**src/hw/rtl/trx_pkg.sv**
```systemverilog
`timescale 1ns / 1ps
`default_nettype none
// ----------------------------------------------------------------------------
// trx_pkg: shared types and constants of the tile raster engine
// Buffer geometry, fixed-point format, request codes and the command and
// status bundles between the controller and the datapath.
// ----------------------------------------------------------------------------
package trx_pkg;

	localparam int MAX_WIDTH  = 128;
	localparam int MAX_HEIGHT = 64;
	localparam int FRAC_BITS  = 16;

	localparam int DEPTH = MAX_WIDTH * MAX_HEIGHT;
	localparam int AW    = $clog2(DEPTH);
	localparam int WB    = $clog2(MAX_WIDTH + 1);
	localparam int HB    = $clog2(MAX_HEIGHT + 1);

	localparam int CW    = 18;                 // clipped loop coordinates
	localparam int PW    = 20;                 // plot coordinates
	localparam int PXW   = PW + FRAC_BITS;     // line position, fixed point
	localparam int LCW   = 17;                 // line point count
	localparam int QW    = FRAC_BITS + 1;      // line step magnitude
	localparam int DSW   = $clog2(FRAC_BITS + 1);
	localparam int SQW   = 32;                 // root operand
	localparam int RSW   = 4;                  // root step counter

	localparam int TILE_W = 32;
	localparam int CFG_IW = 2;
	localparam int CFG_DW = 32;

	localparam logic [CFG_IW-1:0] CFG_WIDTH  = 2'd0;
	localparam logic [CFG_IW-1:0] CFG_HEIGHT = 2'd1;
	localparam logic [CFG_IW-1:0] CFG_BLANK  = 2'd2;

	typedef logic signed [CW-1:0] coord_t;
	typedef logic signed [PW-1:0] plot_t;

	typedef enum logic [2:0] {
		REQ_POINT   = 3'd0,
		REQ_LINE    = 3'd1,
		REQ_OUTLINE = 3'd2,
		REQ_FILL    = 3'd3,
		REQ_CIRCLE  = 3'd4,
		REQ_CLEAR   = 3'd5,
		REQ_READ    = 3'd6,
		REQ_NOP     = 3'd7
	} req_t;

	typedef enum logic [3:0] {
		ACT_NONE,
		ACT_WIPE,
		ACT_SETUP,
		ACT_POINT,
		ACT_DIV,
		ACT_LINE,
		ACT_OUT_H,
		ACT_OUT_V,
		ACT_FILL,
		ACT_SQ,
		ACT_RINIT,
		ACT_ROOT,
		ACT_ARC,
		ACT_READ,
		ACT_RESULT
	} act_t;

	typedef struct packed {
		logic load;
		act_t act;
	} cmd_t;

	typedef struct packed {
		req_t req;
		logic wipe_last;
		logic div_last;
		logic line_last;
		logic h_empty;
		logic h_last;
		logic v_empty;
		logic v_last;
		logic fill_empty;
		logic fill_last;
		logic circ_empty;
		logic root_last;
		logic arc_last;
		logic k_last;
	} sts_t;

endpackage
`default_nettype wire

```
**src/hw/rtl/trx_ctrl.sv**
```systemverilog
`timescale 1ns / 1ps
`default_nettype none
// ----------------------------------------------------------------------------
// trx_ctrl: request sequencer
// Walks each request through its datapath steps and owns both handshakes.
// ----------------------------------------------------------------------------
module trx_ctrl (
	input  logic          clk,
	input  logic          arst_n,
	input  logic          in_valid,
	output logic          in_ready,
	input  logic          out_ready,
	output logic          out_valid,
	output trx_pkg::cmd_t cmd,
	input  trx_pkg::sts_t sts
);
	import trx_pkg::*;

	typedef enum logic [14:0] {
		ST_WIPE  = 15'b000000000000001,
		ST_IDLE  = 15'b000000000000010,
		ST_SETUP = 15'b000000000000100,
		ST_POINT = 15'b000000000001000,
		ST_DIV   = 15'b000000000010000,
		ST_LINE  = 15'b000000000100000,
		ST_OUT_H = 15'b000000001000000,
		ST_OUT_V = 15'b000000010000000,
		ST_FILL  = 15'b000000100000000,
		ST_SQ    = 15'b000001000000000,
		ST_RINIT = 15'b000010000000000,
		ST_ROOT  = 15'b000100000000000,
		ST_ARC   = 15'b001000000000000,
		ST_READ  = 15'b010000000000000,
		ST_DONE  = 15'b100000000000000
	} state_t;

	state_t state_q, state_d;
	logic   ovalid_q;
	logic   push;

	always_comb begin
		state_d  = state_q;
		cmd.load = 1'b0;
		cmd.act  = ACT_NONE;
		in_ready = 1'b0;
		push     = 1'b0;
		case (state_q)
			ST_WIPE: begin
				cmd.act = ACT_WIPE;
				if (sts.wipe_last) state_d = ST_IDLE;
			end
			ST_IDLE: begin
				in_ready = 1'b1;
				if (in_valid) begin
					cmd.load = 1'b1;
					state_d  = ST_SETUP;
				end
			end
			ST_SETUP: begin
				cmd.act = ACT_SETUP;
				case (sts.req)
					REQ_POINT:   state_d = ST_POINT;
					REQ_LINE:    state_d = ST_DIV;
					REQ_OUTLINE: state_d = ST_OUT_H;
					REQ_FILL:    state_d = ST_FILL;
					REQ_CLEAR:   state_d = ST_FILL;
					REQ_CIRCLE:  state_d = ST_SQ;
					REQ_READ:    state_d = ST_READ;
					default:     state_d = ST_DONE;
				endcase
			end
			ST_POINT: begin
				cmd.act = ACT_POINT;
				state_d = ST_DONE;
			end
			ST_DIV: begin
				cmd.act = ACT_DIV;
				if (sts.div_last) state_d = ST_LINE;
			end
			ST_LINE: begin
				cmd.act = ACT_LINE;
				if (sts.line_last) state_d = ST_DONE;
			end
			ST_OUT_H: begin
				if (sts.h_empty) begin
					state_d = ST_OUT_V;
				end else begin
					cmd.act = ACT_OUT_H;
					if (sts.h_last) state_d = ST_OUT_V;
				end
			end
			ST_OUT_V: begin
				if (sts.v_empty) begin
					state_d = ST_DONE;
				end else begin
					cmd.act = ACT_OUT_V;
					if (sts.v_last) state_d = ST_DONE;
				end
			end
			ST_FILL: begin
				if (sts.fill_empty) begin
					state_d = ST_DONE;
				end else begin
					cmd.act = ACT_FILL;
					if (sts.fill_last) state_d = ST_DONE;
				end
			end
			ST_SQ: begin
				if (sts.circ_empty) begin
					state_d = ST_DONE;
				end else begin
					cmd.act = ACT_SQ;
					state_d = ST_RINIT;
				end
			end
			ST_RINIT: begin
				cmd.act = ACT_RINIT;
				state_d = ST_ROOT;
			end
			ST_ROOT: begin
				cmd.act = ACT_ROOT;
				if (sts.root_last) state_d = ST_ARC;
			end
			ST_ARC: begin
				cmd.act = ACT_ARC;
				if (sts.arc_last) state_d = sts.k_last ? ST_DONE : ST_SQ;
			end
			ST_READ: begin
				cmd.act = ACT_READ;
				state_d = ST_DONE;
			end
			ST_DONE: begin
				if (!ovalid_q || out_ready) begin
					cmd.act = ACT_RESULT;
					push    = 1'b1;
					state_d = ST_IDLE;
				end
			end
			default: state_d = ST_IDLE;
		endcase
	end

	always_ff @(posedge clk or negedge arst_n) begin
		if (!arst_n) begin
			state_q  <= ST_WIPE;
			ovalid_q <= 1'b0;
		end else begin
			state_q <= state_d;
			if (push) ovalid_q <= 1'b1;
			else if (out_ready) ovalid_q <= 1'b0;
		end
	end

	assign out_valid = ovalid_q;

`ifndef ASSERT_OFF
	a_accept_setup: assert property (@(posedge clk) disable iff (!arst_n)
		(in_valid && in_ready) |=> (state_q == ST_SETUP))
		else $error("accepted beat did not start setup");
	a_push_from_done: assert property (@(posedge clk) disable iff (!arst_n)
		$rose(ovalid_q) |-> $past(state_q == ST_DONE))
		else $error("result raised outside done");
	a_wipe_quiet: assert property (@(posedge clk) disable iff (!arst_n)
		(state_q == ST_WIPE) |-> (!ovalid_q && !in_ready))
		else $error("handshake active during clearing pass");
	a_done_holds: assert property (@(posedge clk) disable iff (!arst_n)
		(state_q == ST_DONE && ovalid_q && !out_ready) |=> (state_q == ST_DONE))
		else $error("result slot overwritten while stalled");
`endif

endmodule
`default_nettype wire

```
**config.mk**
```make
export PLATFORM = sky130hd
export DESIGN_NAME = trx_ctrl
export DESIGN_NICKNAME = d
export VERILOG_FILES = /design/src/hw/rtl/trx_pkg.sv /design/src/hw/rtl/trx_ctrl.sv
export SDC_FILE = /design/constraint.sdc
export NUM_CORES = 1
export LEC_CHECK = 0
export BUFFER_PORTS_ARGS = -buffer_cell sky130_fd_sc_hd__buf_2
export CORE_MARGIN = 2
export CORE_UTILIZATION = 45
export CTS_CLUSTER_DIAMETER = 120
export DETAILED_ROUTE_END_ITERATION = 6
export PLACE_DENSITY = 0.68
export RECOVER_POWER = 50
export SKIP_LAST_GASP = 1
export SLEW_MARGIN = 30
export SYNTH_ARGS = -nofsm -noshare
export SYNTH_HDL_FRONTEND = slang
export SYNTH_SLANG_ARGS = --single-unit
```
**constraint.sdc**
```tcl
create_clock -name clk -period 3.2 [get_ports clk]
set_input_delay 0.96 -clock clk [delete_from_list [all_inputs] [get_ports clk]]
set_output_delay 0.96 -clock clk [all_outputs]
set_load 0.01 [all_outputs]
```
==> PnR_summary.wiki, run 1 <==
{| class="wikitable"
! Metric !! Value
|-
| Count of distinct cell types in the synthesized netlist || 48
|-
| Power density of the placed cells || around 530 nW/um^2
|-
| Setup slack of the worst register-to-register path || 0.90 ns
|-
| Critical register-to-register path endpoint || state_q[1]$_DFFE_PN0P_
|-
| Worst Path Required || between 2 and 2.5 ns
|-
| Ratio of final minimum period to clock period || 0.978
|-
| Type of the setup path with the least slack || flip-flop to primary output
|-
| Syn Area/Cell || about 8.8 um^2
|-
| Detailed route wirelength on metal3 || ~360 um
|-
| Routed WL || approximately 3.8 mm
|-
| I/O pin cnt || 27
|-
| Register area || roughly 400 um^2
|-
| Clock buffer count from CTS || 3
|-
| Chip height || roughly 58 um
|-
| Highest-delay cell along the critical path || dfrtp_1
|-
| Total global routing overflow || 0
|-
| Depth of the worst register-to-register path || 6
|-
| Net count after synthesis || between 150 and 200
|-
| Number of hold violations in the final report || 0
|-
| Clock period minus worst slack || between 3 and 4 ns
|-
| Number of synthesis warnings || 0
|-
| Worst clock skew on the final layout || between 0.006 and 0.007 ns
|-
| Area occupied by multi-input gates || roughly 850 um^2
|-
| Antenna Diode Count || 0
|-
| Final weighted congestion in routability-driven placement || between 0.9 and 1
|-
| Transition time of the tightest slew-check pin || just under 0.9 ns
|-
| GRT Resource Usage Total || 0.236
|-
| Startpoint of the lowest-slack register-to-register path || state_q[13]$_DFFE_PN0P_
|-
| Dominant cells by area after synthesis || dfrtp_1, nor4_4, nor2_1
|-
| Global-route wire length before repair || ~6 mm
|-
| Initial antenna violation count || 0
|-
| Met2 wirelength from detailed routing || ~1.9 mm
|-
| Library cell with the highest instance count after synthesis || dfrtp_1
|-
| Via count of the first global-routing pass || roughly 1300
|-
| Biggest cell delay along the critical path || between 0.4 and 0.5 ns
|-
| Largest net degree at the start of global routing || 17
|-
| Share of synthesized registers carrying an async set or reset || 1.00
|-
| Total core area || ~2800 um^2
|-
| Total vias in the final route || ~1400
|-
| Critical path fanouts, max || 8
|-
| Mapped Area || ~1300 um^2
|-
| Number of buffer and inverter stages on the critical path || 2
|-
| WL/cell || 17.7 um
|-
| TritonCTS clock tree || yes
|-
| Count of unresolved DRC violations after routing || 0
|-
| HPWL Detailed || a little under 3 mm
|-
| Horizontal extent of the die || approximately 58 um
|-
| TritonRoute pass-1 iters || 4
|-
| Area fraction of the dominant cell type after synthesis || 0.289
|-
| Clock network latency to the later pin of the worst-skew pair || a little under 0.3 ns
|-
| Run status || complete, no violations
|-
| Number of setup violations in the final report || 0
|-
| Layout overhead on the synthesized area || 20.5%
|-
| Hold path depth || 3
|-
| Max-capacitance violation count || 0
|-
| Hold crit path type || flip-flop to flip-flop
|-
| Highest metal layer used by the detailed router || met4
|-
| First DRT Iteration DRCs || 55
|-
| Clock Root Buffer || clkbuf_4
|-
| Leakage power || about 0.72 nW
|-
| Row count || 19
|-
| Peak Freq || around 320 MHz
|-
| Kind of cell adding the most delay to the critical path || simple AND/OR/NAND/NOR gates
|-
| Die Outline Area || about 3300 um^2
|-
| Ordered list of cells on the worst path || nor4_4 > buf_4 > nand4_1 > nor2b_1 > or4_1 > buf_2
|-
| TritonCTS Sinks || 16
|-
| Primary FF master, synth || dfrtp_1
|-
| Startpoint of the most critical hold path || state_q[2]$_DFFE_PN0P_
|-
| Relative max-transition margin || 0.413
|-
| Cell taking the most area after synthesis || dfrtp_1
|-
| Final setup margin || between 0.07 and 0.08 ns
|-
| Final count of pins violating max slew || 0
|-
| Synth Instances || ~150
|-
| Synthesis-stage register bit count || 16
|-
| Final ANT Viol Nets || 0
|-
| Number of buffers inserted by port buffering || 26
|-
| Layout Cells excl Fill || 214
|-
| Count of flip-flops with a built-in enable after synthesis || 0
|-
| Peak supply drop || 0.461 mV
|-
| H-tree levels || 1
|-
| Met1 layer wirelength in the final routing || ~1.5 mm
|-
| WHS Endpoint || state_q[11]$_DFFE_PN0P_
|-
| Clock transition at path regs || ~0.1 ns
|-
| Placed Cells || just over 200
|-
| Initial Util || 0.471
|-
| Number of buffers on the longest clock path || 2
|-
| Proportion of layout cells with a drive suffix above 1 || 0.290
|-
| Post-Place Worst Slack || just over 0.2 ns
|-
| Net count of the finished layout || approximately 200
|-
| CP startpoint kind || flip-flop
|-
| Count of filler cells inserted in the layout || approximately 260
|-
| Number of vias per cell || about 6.5
|-
| Cell types with the highest counts after synthesis || dfrtp_1, nor2_1, nand2_1, nand4_1
|-
| Critical Path Sink Type || primary output
|-
| Arr. time, crit path || approximately 2.2 ns
|-
| Part of the Yosys area used for sequential elements || 0.310
|}
-- cells by family after synthesis --
group                     synth area share
muxes                              0.00868
AOI/OAI and AO/OA                    0.141
xor gates and xnor gates            0.0540
buffers and inverters               0.0405
DFF                                  0.310
and+or+nand+nor                      0.446
-- final cells by class --
| class | count | area share |
|---|---|---|
| tap | 31 | 0.0248 |
| timing repair buffer | 39 | 0.145 |
| sequential | 16 | 0.257 |
| inverter | 3 | 0.00720 |
| multi-input combinational | 121 | 0.543 |
| clock buffer | 4 | 0.0232 |
-- routing by layer --
metal | track usage | vias up
met4 | 0.0930 | 0
met3 | 0.0424 | 10
li1 | - | 634
met1 | 0.333 | 656
met5 | 0 | -
met2 | 0.362 | 87
-- how the worst max path moves through the flow --
stage                           start     end  depth (start not counted)
2_1_floorplan               out_ready  cmd[3]                          3
3_3_place_gp                out_ready  cmd[3]                          5
3_5_place_dp                out_ready  cmd[3]                          5
4_1_cts        state_q[9]$_DFFE_PN0P_  cmd[2]                          6
5_1_grt        state_q[5]$_DFFE_PN0P_  cmd[4]                          6
6_report       state_q[5]$_DFFE_PN0P_  cmd[3]                          6
-- stage by stage --
step                hold WS, ns  utilization  instance area (um^2)  power, mW  TNS (ns)
finish                    0.645        0.567                  1560      0.831         0
global placement          0.611        0.539                  1490      0.673         0
CTS                       0.573        0.554                  1530      0.821         0
detailed placement        0.625        0.539                  1490      0.683         0
floorplan                 0.583            -                  1300      0.536         0
global route              0.688        0.567                  1560      0.890  -0.00597
-- cell usage in the layout (no fill, tap or decap), types with 2 or more instances in the layout --
cell type and instances:
nand4_1 6, o21ai_0 5, xnor2_1 5, buf_4 13, nor3_1 5, nor4_4 3
clkbuf_4 3, nand4b_1 2, and2_1 4, a21oi_1 4, inv_1 3, o2bb2ai_1 2
nor2_1 13, nand2_1 8, buf_2 25, nand3b_1 2, or4b_1 2, xor2_1 3
or3_1 3, or4_1 3, and3_1 3, nor4b_1 3, o22ai_1 4, nor4_1 5
nor3b_1 4, nor2b_1 3, o41ai_1 2, nand2b_1 4, nand3_1 5, dfrtp_1 15
-- registers in the layout (all words and copies together) (netlist names) --
signal / cells
state_q: 15
out_valid: 1
-- worst register-to-register path, stage by stage, from the launching register on --
cell and delay (ns):
dfrtp_1 0.52, nor3_2 0.34, buf_4 0.22, nand3_1 0.08, o41ai_1 0.56, nor4_1 0.13
mux2_1 0.33
-- timing repair --
item | CTS | global route
endpoints found under the setup margin | 1 | 4
resized for setup | 1 | 0
pin swaps | 0 | 4
hold buffers | 0 | 0
setup buffers | 0 | 5
-- power breakdown --
part / internal (mW) / switching (mW)
clock: 0.0693 / 0.0652
sequential: 0.222 / 0.0411
combinational: 0.196 / 0.237
Note: power is estimated with default switching activity, not from simulation.
==> run 2, diff against run 1 <==
CORE_ASPECT_RATIO = 0.7   (was not set)
SLEW_MARGIN = 20   (was 30)
==> run 2 against run 1 <==
Non-clock buffer count is 4 lower. First-iteration DRC count is 130% higher. Clock skew is 0.0063 ns higher. Largest cell class unchanged. Sequential cell count stayed put. Critical path type unchanged.
==> PnR_summary.wiki, run 2 (synthesis results as in run 1) <==
{| class="wikitable"
! Metric !! Value
|-
| Run status || complete, no violations
|-
| Number of hold violations in the final report || 0 (unchanged)
|-
| Biggest cell delay along the critical path || 0.48 ns (about the same)
|-
| Startpoint of the lowest-slack register-to-register path || state_q[5]$_DFFE_PN0P_
|-
| Global-route wire length before repair || 5.88 mm (-3.2%)
|-
| Ratio of final minimum period to clock period || 0.967 (-0.0103)
|-
| Clock Root Buffer || clkbuf_8
|-
| TritonRoute pass-1 iters || 4 (unchanged)
|-
| Clock buffer count from CTS || 3 (unchanged)
|-
| Chip height || 48.9 um (-15%)
|-
| Final setup margin || 0.104 ns (+0.0328 ns)
|-
| H-tree levels || 1 (unchanged)
|-
| GRT Resource Usage Total || 0.238 (+0.00131)
|-
| Area of placed instances || 1480 um^2 (about the same)
|-
| Layout Cell Area excl Fill || 1560 um^2 (-0.32%)
|-
| Depth of the worst register-to-register path || 7 (+1)
|-
| Clock period minus worst slack || 3.10 ns (-0.0328 ns)
|-
| Leakage power || 0.711 nW (-1.4%)
|-
| Unrepaired setup endpoints after global routing || no
|-
| Register area || 402 um^2 (unchanged)
|-
| Total vias in the final route || 1362 (-1.8%)
|-
| Antenna Diode Count || 0 (unchanged)
|-
| Relative max-transition margin || 0.416 (+0.00262)
|-
| WL/cell || 17.2 um (-3.0%)
|-
| Hold crit path type || flip-flop to flip-flop
|-
| Clock network latency to the later pin of the worst-skew pair || 0.26 ns (-0.03 ns)
|-
| Initial Util || 0.470 (-0.000852)
|-
| Final count of pins violating max slew || 0 (unchanged)
|-
| Critical path fanouts, max || 8 (unchanged)
|-
| Final ANT Viol Nets || 0 (unchanged)
|-
| TritonCTS Sinks || 16 (unchanged)
|-
| Quantity of hold-fixing buffers added after cts || 0 (unchanged)
|-
| Hold path depth || 3 (unchanged)
|-
| Die Outline Area || 3340 um^2 (+0.21%)
|-
| Critical register-to-register path endpoint || state_q[1]$_DFFE_PN0P_
|-
| Peak Freq || 323 MHz (+1.1%)
|-
| Max-capacitance violation count || 0 (unchanged)
|-
| Area occupied by multi-input gates || 850 um^2 (unchanged)
|-
| Net count of the finished layout || 200 (-2.0%)
|-
| Row count || 16 (-3)
|-
| Ordered list of cells on the worst path || nor4_4 > buf_4 > nand3_4 > nor4b_2 > a21oi_1 > nand4_1 > buf_2
|-
| Setup tns final || 0 ns (unchanged)
|-
| Proportion of layout cells with a drive suffix above 1 || 0.274 (-0.0159)
|-
| Number of buffers inserted by port buffering || 26 (unchanged)
|-
| Arr. time, crit path || 2.14 ns (-0.03 ns)
|-
| Initial antenna violation count || 0 (unchanged)
|-
| Type of the setup path with the least slack || flip-flop to primary output
|-
| Final weighted congestion in routability-driven placement || 0.928 (-2.4%)
|-
| Layout overhead on the synthesized area || 20.2%
|-
| First DRT Iteration DRCs || 127 (+130%)
|-
| Reg with most FFs || state_q
|-
| Highest-delay cell along the critical path || dfrtp_1
|-
| Transition time of the tightest slew-check pin || 0.876 ns (-0.00393 ns)
|-
| Peak supply drop || 0.277 mV (-40%)
|-
| Routed WL || 3.69 mm (-2.5%)
|-
| Number of vias per cell || 6.33 (-2.3%)
|-
| Via count of the first global-routing pass || 1200 (-6.6%)
|-
| Count of filler cells inserted in the layout || 251 (-4.2%)
|-
| WHS Endpoint || out_valid$_DFFE_PN0P_
|-
| Count of unresolved DRC violations after routing || 0 (unchanged)
|-
| Number of buffers on the longest clock path || 2 (unchanged)
|-
| Power density of the placed cells || 562 nW/um^2 (+5.8%)
|-
| Largest net degree at the start of global routing || 17 (unchanged)
|-
| Setup slack of the worst register-to-register path || 0.85 ns (-0.05 ns)
|-
| Worst Path Required || 2.24 ns (about the same)
|-
| Overall power || 0.876 mW (+5.4%)
|-
| Total global routing overflow || 0 (unchanged)
|-
| Critical Path Sink Type || primary output
|-
| TritonCTS clock tree || yes
|-
| Startpoint of the most critical hold path || out_valid$_DFFE_PN0P_
|-
| Worst clock skew on the final layout || 0.0126 ns (+0.00629 ns)
|-
| Largest register FFs || 15 (unchanged)
|-
| Horizontal extent of the die || 68.2 um (+18%)
|-
| Total core area || 2760 um^2 (+0.18%)
|-
| Most frequent standard cell in the layout excluding fill and tap cells || buf_2
|-
| Top library cells by usage in the layout, fill and taps aside || buf_2, dfrtp_1, nor2_1
|-
| HPWL Detailed || 2.76 mm (-4.5%)
|-
| CP startpoint kind || flip-flop
|-
| Number of setup violations in the final report || 0 (unchanged)
|-
| I/O pin cnt || 27 (unchanged)
|-
| Clock transition at path regs || 0.08 ns (-0.02 ns)
|-
| Post-Place Worst Slack || 0.154 ns (-0.0478 ns)
|}
## run 2: how the worst max path moves through the flow
stage / startpoint / slack (ns) / end / cells after the start
floorplan: out_ready / 0.40 / cmd[3] / 3
global placement: state_q[7]$_DFFE_PN0P_ / 0.17 / cmd[0] / 6
detailed placement: state_q[7]$_DFFE_PN0P_ / 0.15 / cmd[0] / 6
CTS: state_q[7]$_DFFE_PN0P_ / 0.04 / cmd[4] / 6
global route: state_q[1]$_DFFE_PN0P_ / 0.01 / cmd[0] / 5
finish: state_q[5]$_DFFE_PN0P_ / 0.10 / cmd[0] / 7
## run 2: area by class of cell
type	count	area share
Inverter	3	0.00722
Tap cell	36	0.0289
Timing Repair Buffer	35	0.126
Multi-Input combinational cell	121	0.545
Clock buffer	4	0.0353
Sequential cell	16	0.258
## run 2: stage by stage
step | util | cells | hold WS, ns
floorplan | - | 148 | 0.583
global placement | 0.537 | 209 | 0.623
detailed placement | 0.537 | 209 | 0.639
CTS | 0.559 | 213 | 0.615
global route | 0.564 | 215 | 0.704
finish | 0.564 | 215 | 0.667
## run 2: timing repair
item                                    4_1_cts  5_1_grt
endpoints found under the hold margin         0        0
resized for setup                             1        0
pin swaps                                     0        2
endpoints found under the setup margin        2        4
buffers inserted                              0        2
## run 2: power by group
| part | leakage (nW) | internal [mW] | total, mW | switching [mW] |
|---|---|---|---|---|
| Sequential | 0.216 | 0.222 | 0.264 | 0.0419 |
| Combinational | 0.466 | 0.186 | 0.421 | 0.236 |
| Clock | 0.0288 | 0.110 | 0.190 | 0.0809 |
| Total | 0.711 | 0.517 | 0.876 | 0.358 |
## run 2: layer usage
metal | wire length (um) | track usage | up-vias
met3 | 405 | 0.0577 | 5
met5 | 0 | 0 | -
li1 | - | - | 627
met4 | 29 | 0.0500 | 0
met1 | 1680 | 0.379 | 656
met2 | 1580 | 0.320 | 74
## run 2: critical path, delay by kind of cell, from the launching register on
family          cells  cell delay (ns)
compound gates      1             0.10
buf+inv             2             0.34
flops               1             0.48
simple gates        4             0.95
==> run 3, diff against run 2 <==
ABC_AREA = 1   (was not set)
==> run 3 against run 2 <==
Design area is 5.5% lower. Final cell count increased by 22%. Non-clock buffer count shrank 9. Combinational power is 22% lower. Highest routed layer unchanged. Total power is 15% lower. First-iteration DRC count rose by 31%. Register-to-register slack better by 0.44 ns. Synthesized cell count up 34%. Utilization down 2.7 points. Clock skew fell by 0.0038 ns. Critical path type unchanged. Area after synthesis shrank 2.4%.
==> PnR_summary.wiki, run 3 <==
{| class="wikitable"
! Metric !! Value
|-
| Arr. time, crit path || 2.00 ns (-0.14 ns)
|-
| Part of the Yosys area used for sequential elements || 0.317 (+0.00765)
|-
| Initial Util || 0.462 (-0.00798)
|-
| Global-route wire length before repair || 5.18 mm (-12%)
|-
| Reg with most FFs || state_q
|-
| Transition time of the tightest slew-check pin || 0.952 ns (+0.0763 ns)
|-
| Total core area || 2740 um^2 (-0.72%)
|-
| Ratio of final minimum period to clock period || 0.924 (-0.0437)
|-
| Synth Instances || 199 (+34%)
|-
| Max-capacitance violation count || 0 (unchanged)
|-
| Quantity of hold-fixing buffers added after cts || 0 (unchanged)
|-
| Type of the setup path with the least slack || flip-flop to primary output
|-
| Library cell with the highest instance count after synthesis || inv_1
|-
| Row count || 16 (unchanged)
|-
| Total vias in the final route || 1276 (-6.3%)
|-
| Share of synthesized registers carrying an async set or reset || 1.00 (unchanged)
|-
| Portion of total power attributed to sequential cells || 0.314 (+0.013)
|-
| Routed WL || 3.17 mm (-14%)
|-
| Number of buffers on the longest clock path || 2 (unchanged)
|-
| Clock transition at path regs || 0.06 ns (-0.02 ns)
|-
| Power density of the placed cells || 507 nW/um^2 (-9.7%)
|-
| Switch Pwr || 0.315 mW (-12%)
|-
| Clock buffer count from CTS || 3 (unchanged)
|-
| Hold crit path type || flip-flop to flip-flop
|-
| Critical path fanouts, max || 11 (+3)
|-
| Number of setup violations in the final report || 0 (unchanged)
|-
| Proportion of layout cells with a drive suffix above 1 || 0.220 (-0.0535)
|-
| Peak Freq || 338 MHz (+4.7%)
|-
| Total global routing overflow || 0 (unchanged)
|-
| Initial antenna violation count || 0 (unchanged)
|-
| Layout Cells excl Fill || 263 (+22%)
|-
| Horizontal extent of the die || 67.4 um (-1.1%)
|-
| GRT Resource Usage Total || 0.212 (-0.0261)
|-
| Chip height || 48.4 um (-1.1%)
|-
| Number of hold violations in the final report || 0 (unchanged)
|-
| I/O pin cnt || 27 (unchanged)
|-
| Final weighted congestion in routability-driven placement || 0.909 (-2.0%)
|-
| Largest register FFs || 15 (unchanged)
|-
| Share of power burned in the clock network || 0.249 (+0.032)
|-
| Net count of the finished layout || 248 (+24%)
|-
| Via count of the first global-routing pass || 1097 (-8.6%)
|-
| Switching power share of the total || 0.422 (+0.0125)
|-
| Final ANT Viol Nets || 0 (unchanged)
|-
| TritonRoute pass-1 iters || 4 (unchanged)
|-
| Mapped Area || 1270 um^2 (-2.4%)
|-
| Internal Dissipation || 0.432 mW (-17%)
|-
| Setup tns final || 0 ns (unchanged)
|-
| Unrepaired setup endpoints after global routing || no
|-
| HPWL Detailed || 2.55 mm (-7.5%)
|-
| Overall power || 0.747 mW (-15%)
|-
| Clock period minus worst slack || 2.96 ns (-0.140 ns)
|-
| Post-CTS Setup Inserts || 0 (unchanged)
|-
| Count of distinct cell types in the synthesized netlist || 22 (-54%)
|-
| Relative contribution of combinational cells to total power || 0.437 (-0.044)
|-
| WL/cell || 12.0 um (-30%)
|-
| Count of flip-flops with a built-in enable after synthesis || 0 (unchanged)
|-
| First DRT Iteration DRCs || 167 (+31%)
|-
| Cell types with the highest counts after synthesis || inv_1, nor2_1, nand2_1, nand3_1, dfrtp_1
|-
| Number of buffers inserted by port buffering || 26 (unchanged)
|-
| TritonCTS Sinks || 16 (unchanged)
|-
| Top library cells by usage in the layout, fill and taps aside || inv_1, nor2_1, nand2_1
|-
| Clock network latency to the later pin of the worst-skew pair || 0.26 ns (about the same)
|-
| Dominant cells by area after synthesis || dfrtp_1, inv_1, nand3_1
|-
| Primary FF master, synth || dfrtp_1
|-
| Cell taking the most area after synthesis || dfrtp_1
|-
| Number of synthesis warnings || 0 (unchanged)
|-
| Area of placed instances || 1420 um^2 (-4.4%)
|-
| Antenna Diode Count || 0 (unchanged)
|-
| Final count of pins violating max slew || 0 (unchanged)
|-
| Layout overhead on the synthesized area || 16.3%
|-
| Worst clock skew on the final layout || 0.00881 ns (-0.00384 ns)
|-
| Largest net degree at the start of global routing || 17 (unchanged)
|-
| Resize count post-CTS || 0 (-1)
|-
| Die Outline Area || 3260 um^2 (-2.2%)
|-
| Synthesis-stage register bit count || 16 (unchanged)
|-
| Number of vias per cell || 4.85 (-23%)
|-
| Placed Cells || 259 (+24%)
|-
| Layout Cell Area excl Fill || 1470 um^2 (-5.5%)
|-
| Peak supply drop || 0.249 mV (-10%)
|-
| TritonCTS clock tree || yes
|-
| Most frequent standard cell in the layout excluding fill and tap cells || inv_1
|-
| Net count after synthesis || 219 (+30%)
|-
| Worst Path Required || 2.24 ns (about the same)
|-
| CP startpoint kind || flip-flop
|-
| Leakage power || 0.897 nW (+26%)
|-
| Relative max-transition margin || 0.365 (-0.0509)
|-
| Area fraction of the dominant cell type after synthesis || 0.296 (+0.00715)
|-
| Run status || complete, no violations
|-
| Count of unresolved DRC violations after routing || 0 (unchanged)
|-
| Clock Root Buffer || clkbuf_8
|-
| H-tree levels || 1 (unchanged)
|-
| Syn Area/Cell || 6.36 um^2 (-27%)
|-
| Critical Path Sink Type || primary output
|}
==> run 3: cell types whose count changed in the layout (fill, tap and decap cells not counted), sizes merged, moves of 5 or more <==
cell	delta
xnor2	-5
inv	+39
buf	-9
nor4	-8
nor2	+30
nand3	+25
nand2	+33
==> run 3: final timing paths <==
kind | start | to | slack [ns] | cells past startpoint
setup reg to reg | state_q[4]$_DFFE_PN0P_ | state_q[12]$_DFFE_PN0P_ | 1.29 | 10
min in group asynchronous | arst_n | state_q[5]$_DFFE_PN0P_ | 0.83 | 1
hold / removal | state_q[1]$_DFFE_PN0P_ | state_q[1]$_DFFE_PN0P_ | 0.62 | 4
setup / recovery | state_q[4]$_DFFE_PN0P_ | cmd[0] | 0.24 | 7
hold reg to reg | state_q[1]$_DFFE_PN0P_ | state_q[1]$_DFFE_PN0P_ | 0.62 | 4
max in group asynchronous | arst_n | state_q[9]$_DFFE_PN0P_ | 1.79 | 1
==> run 3: cell type report <==
type / count / area, um^2
Clock buffer: 4 / 55.1
Fill cell: 285 / 1270
Inverter: 42 / 158
Multi-Input combinational cell: 139 / 684
Sequential cell: 16 / 402
Tap cell: 36 / 45.0
Timing Repair Buffer: 26 / 129
==> run 3: routing by layer <==
layer,part of all wire,vias up,GRT usage
li1,-,679,-
met1,0.52,543,0.360
met2,0.38,52,0.266
met3,0.10,2,0.0581
met4,0.0041,0,0.0238
met5,0,-,0
==> run 3: worst max-delay path: stages, from the launching register on <==
cell      delay (ns)
dfrtp_1         0.43
nor2_2          0.19
nand2_2         0.12
nor2_4          0.30
nand3_1         0.19
o21ai_0         0.26
nand3b_1        0.14
buf_2           0.12
==> run 3: cell families after synthesis <==
family	Yosys count	synth area share
compound gates	8	0.0316
buf+inv	44	0.142
flops	16	0.317
simple gates	131	0.509
==> run 3: per-stage QoR <==
stage                util  hold slack, ns  setup WS, ns
floorplan               -           0.546         0.581
global placement    0.517           0.605         0.347
detailed placement  0.517           0.604         0.345
CTS                 0.537           0.622         0.269
global route        0.537           0.687        0.0946
finish              0.537           0.623         0.244
==> run 3: power groups by stage <==
stage / logic (mW) / clock network [mW] / registers [mW]
floorplan: 0.257 / 0 / 0.235
global placement: 0.319 / 0 / 0.238
detailed placement: 0.321 / 0 / 0.237
CTS: 0.322 / 0.189 / 0.234
global route: 0.364 / 0.202 / 0.237
finish: 0.327 / 0.186 / 0.234
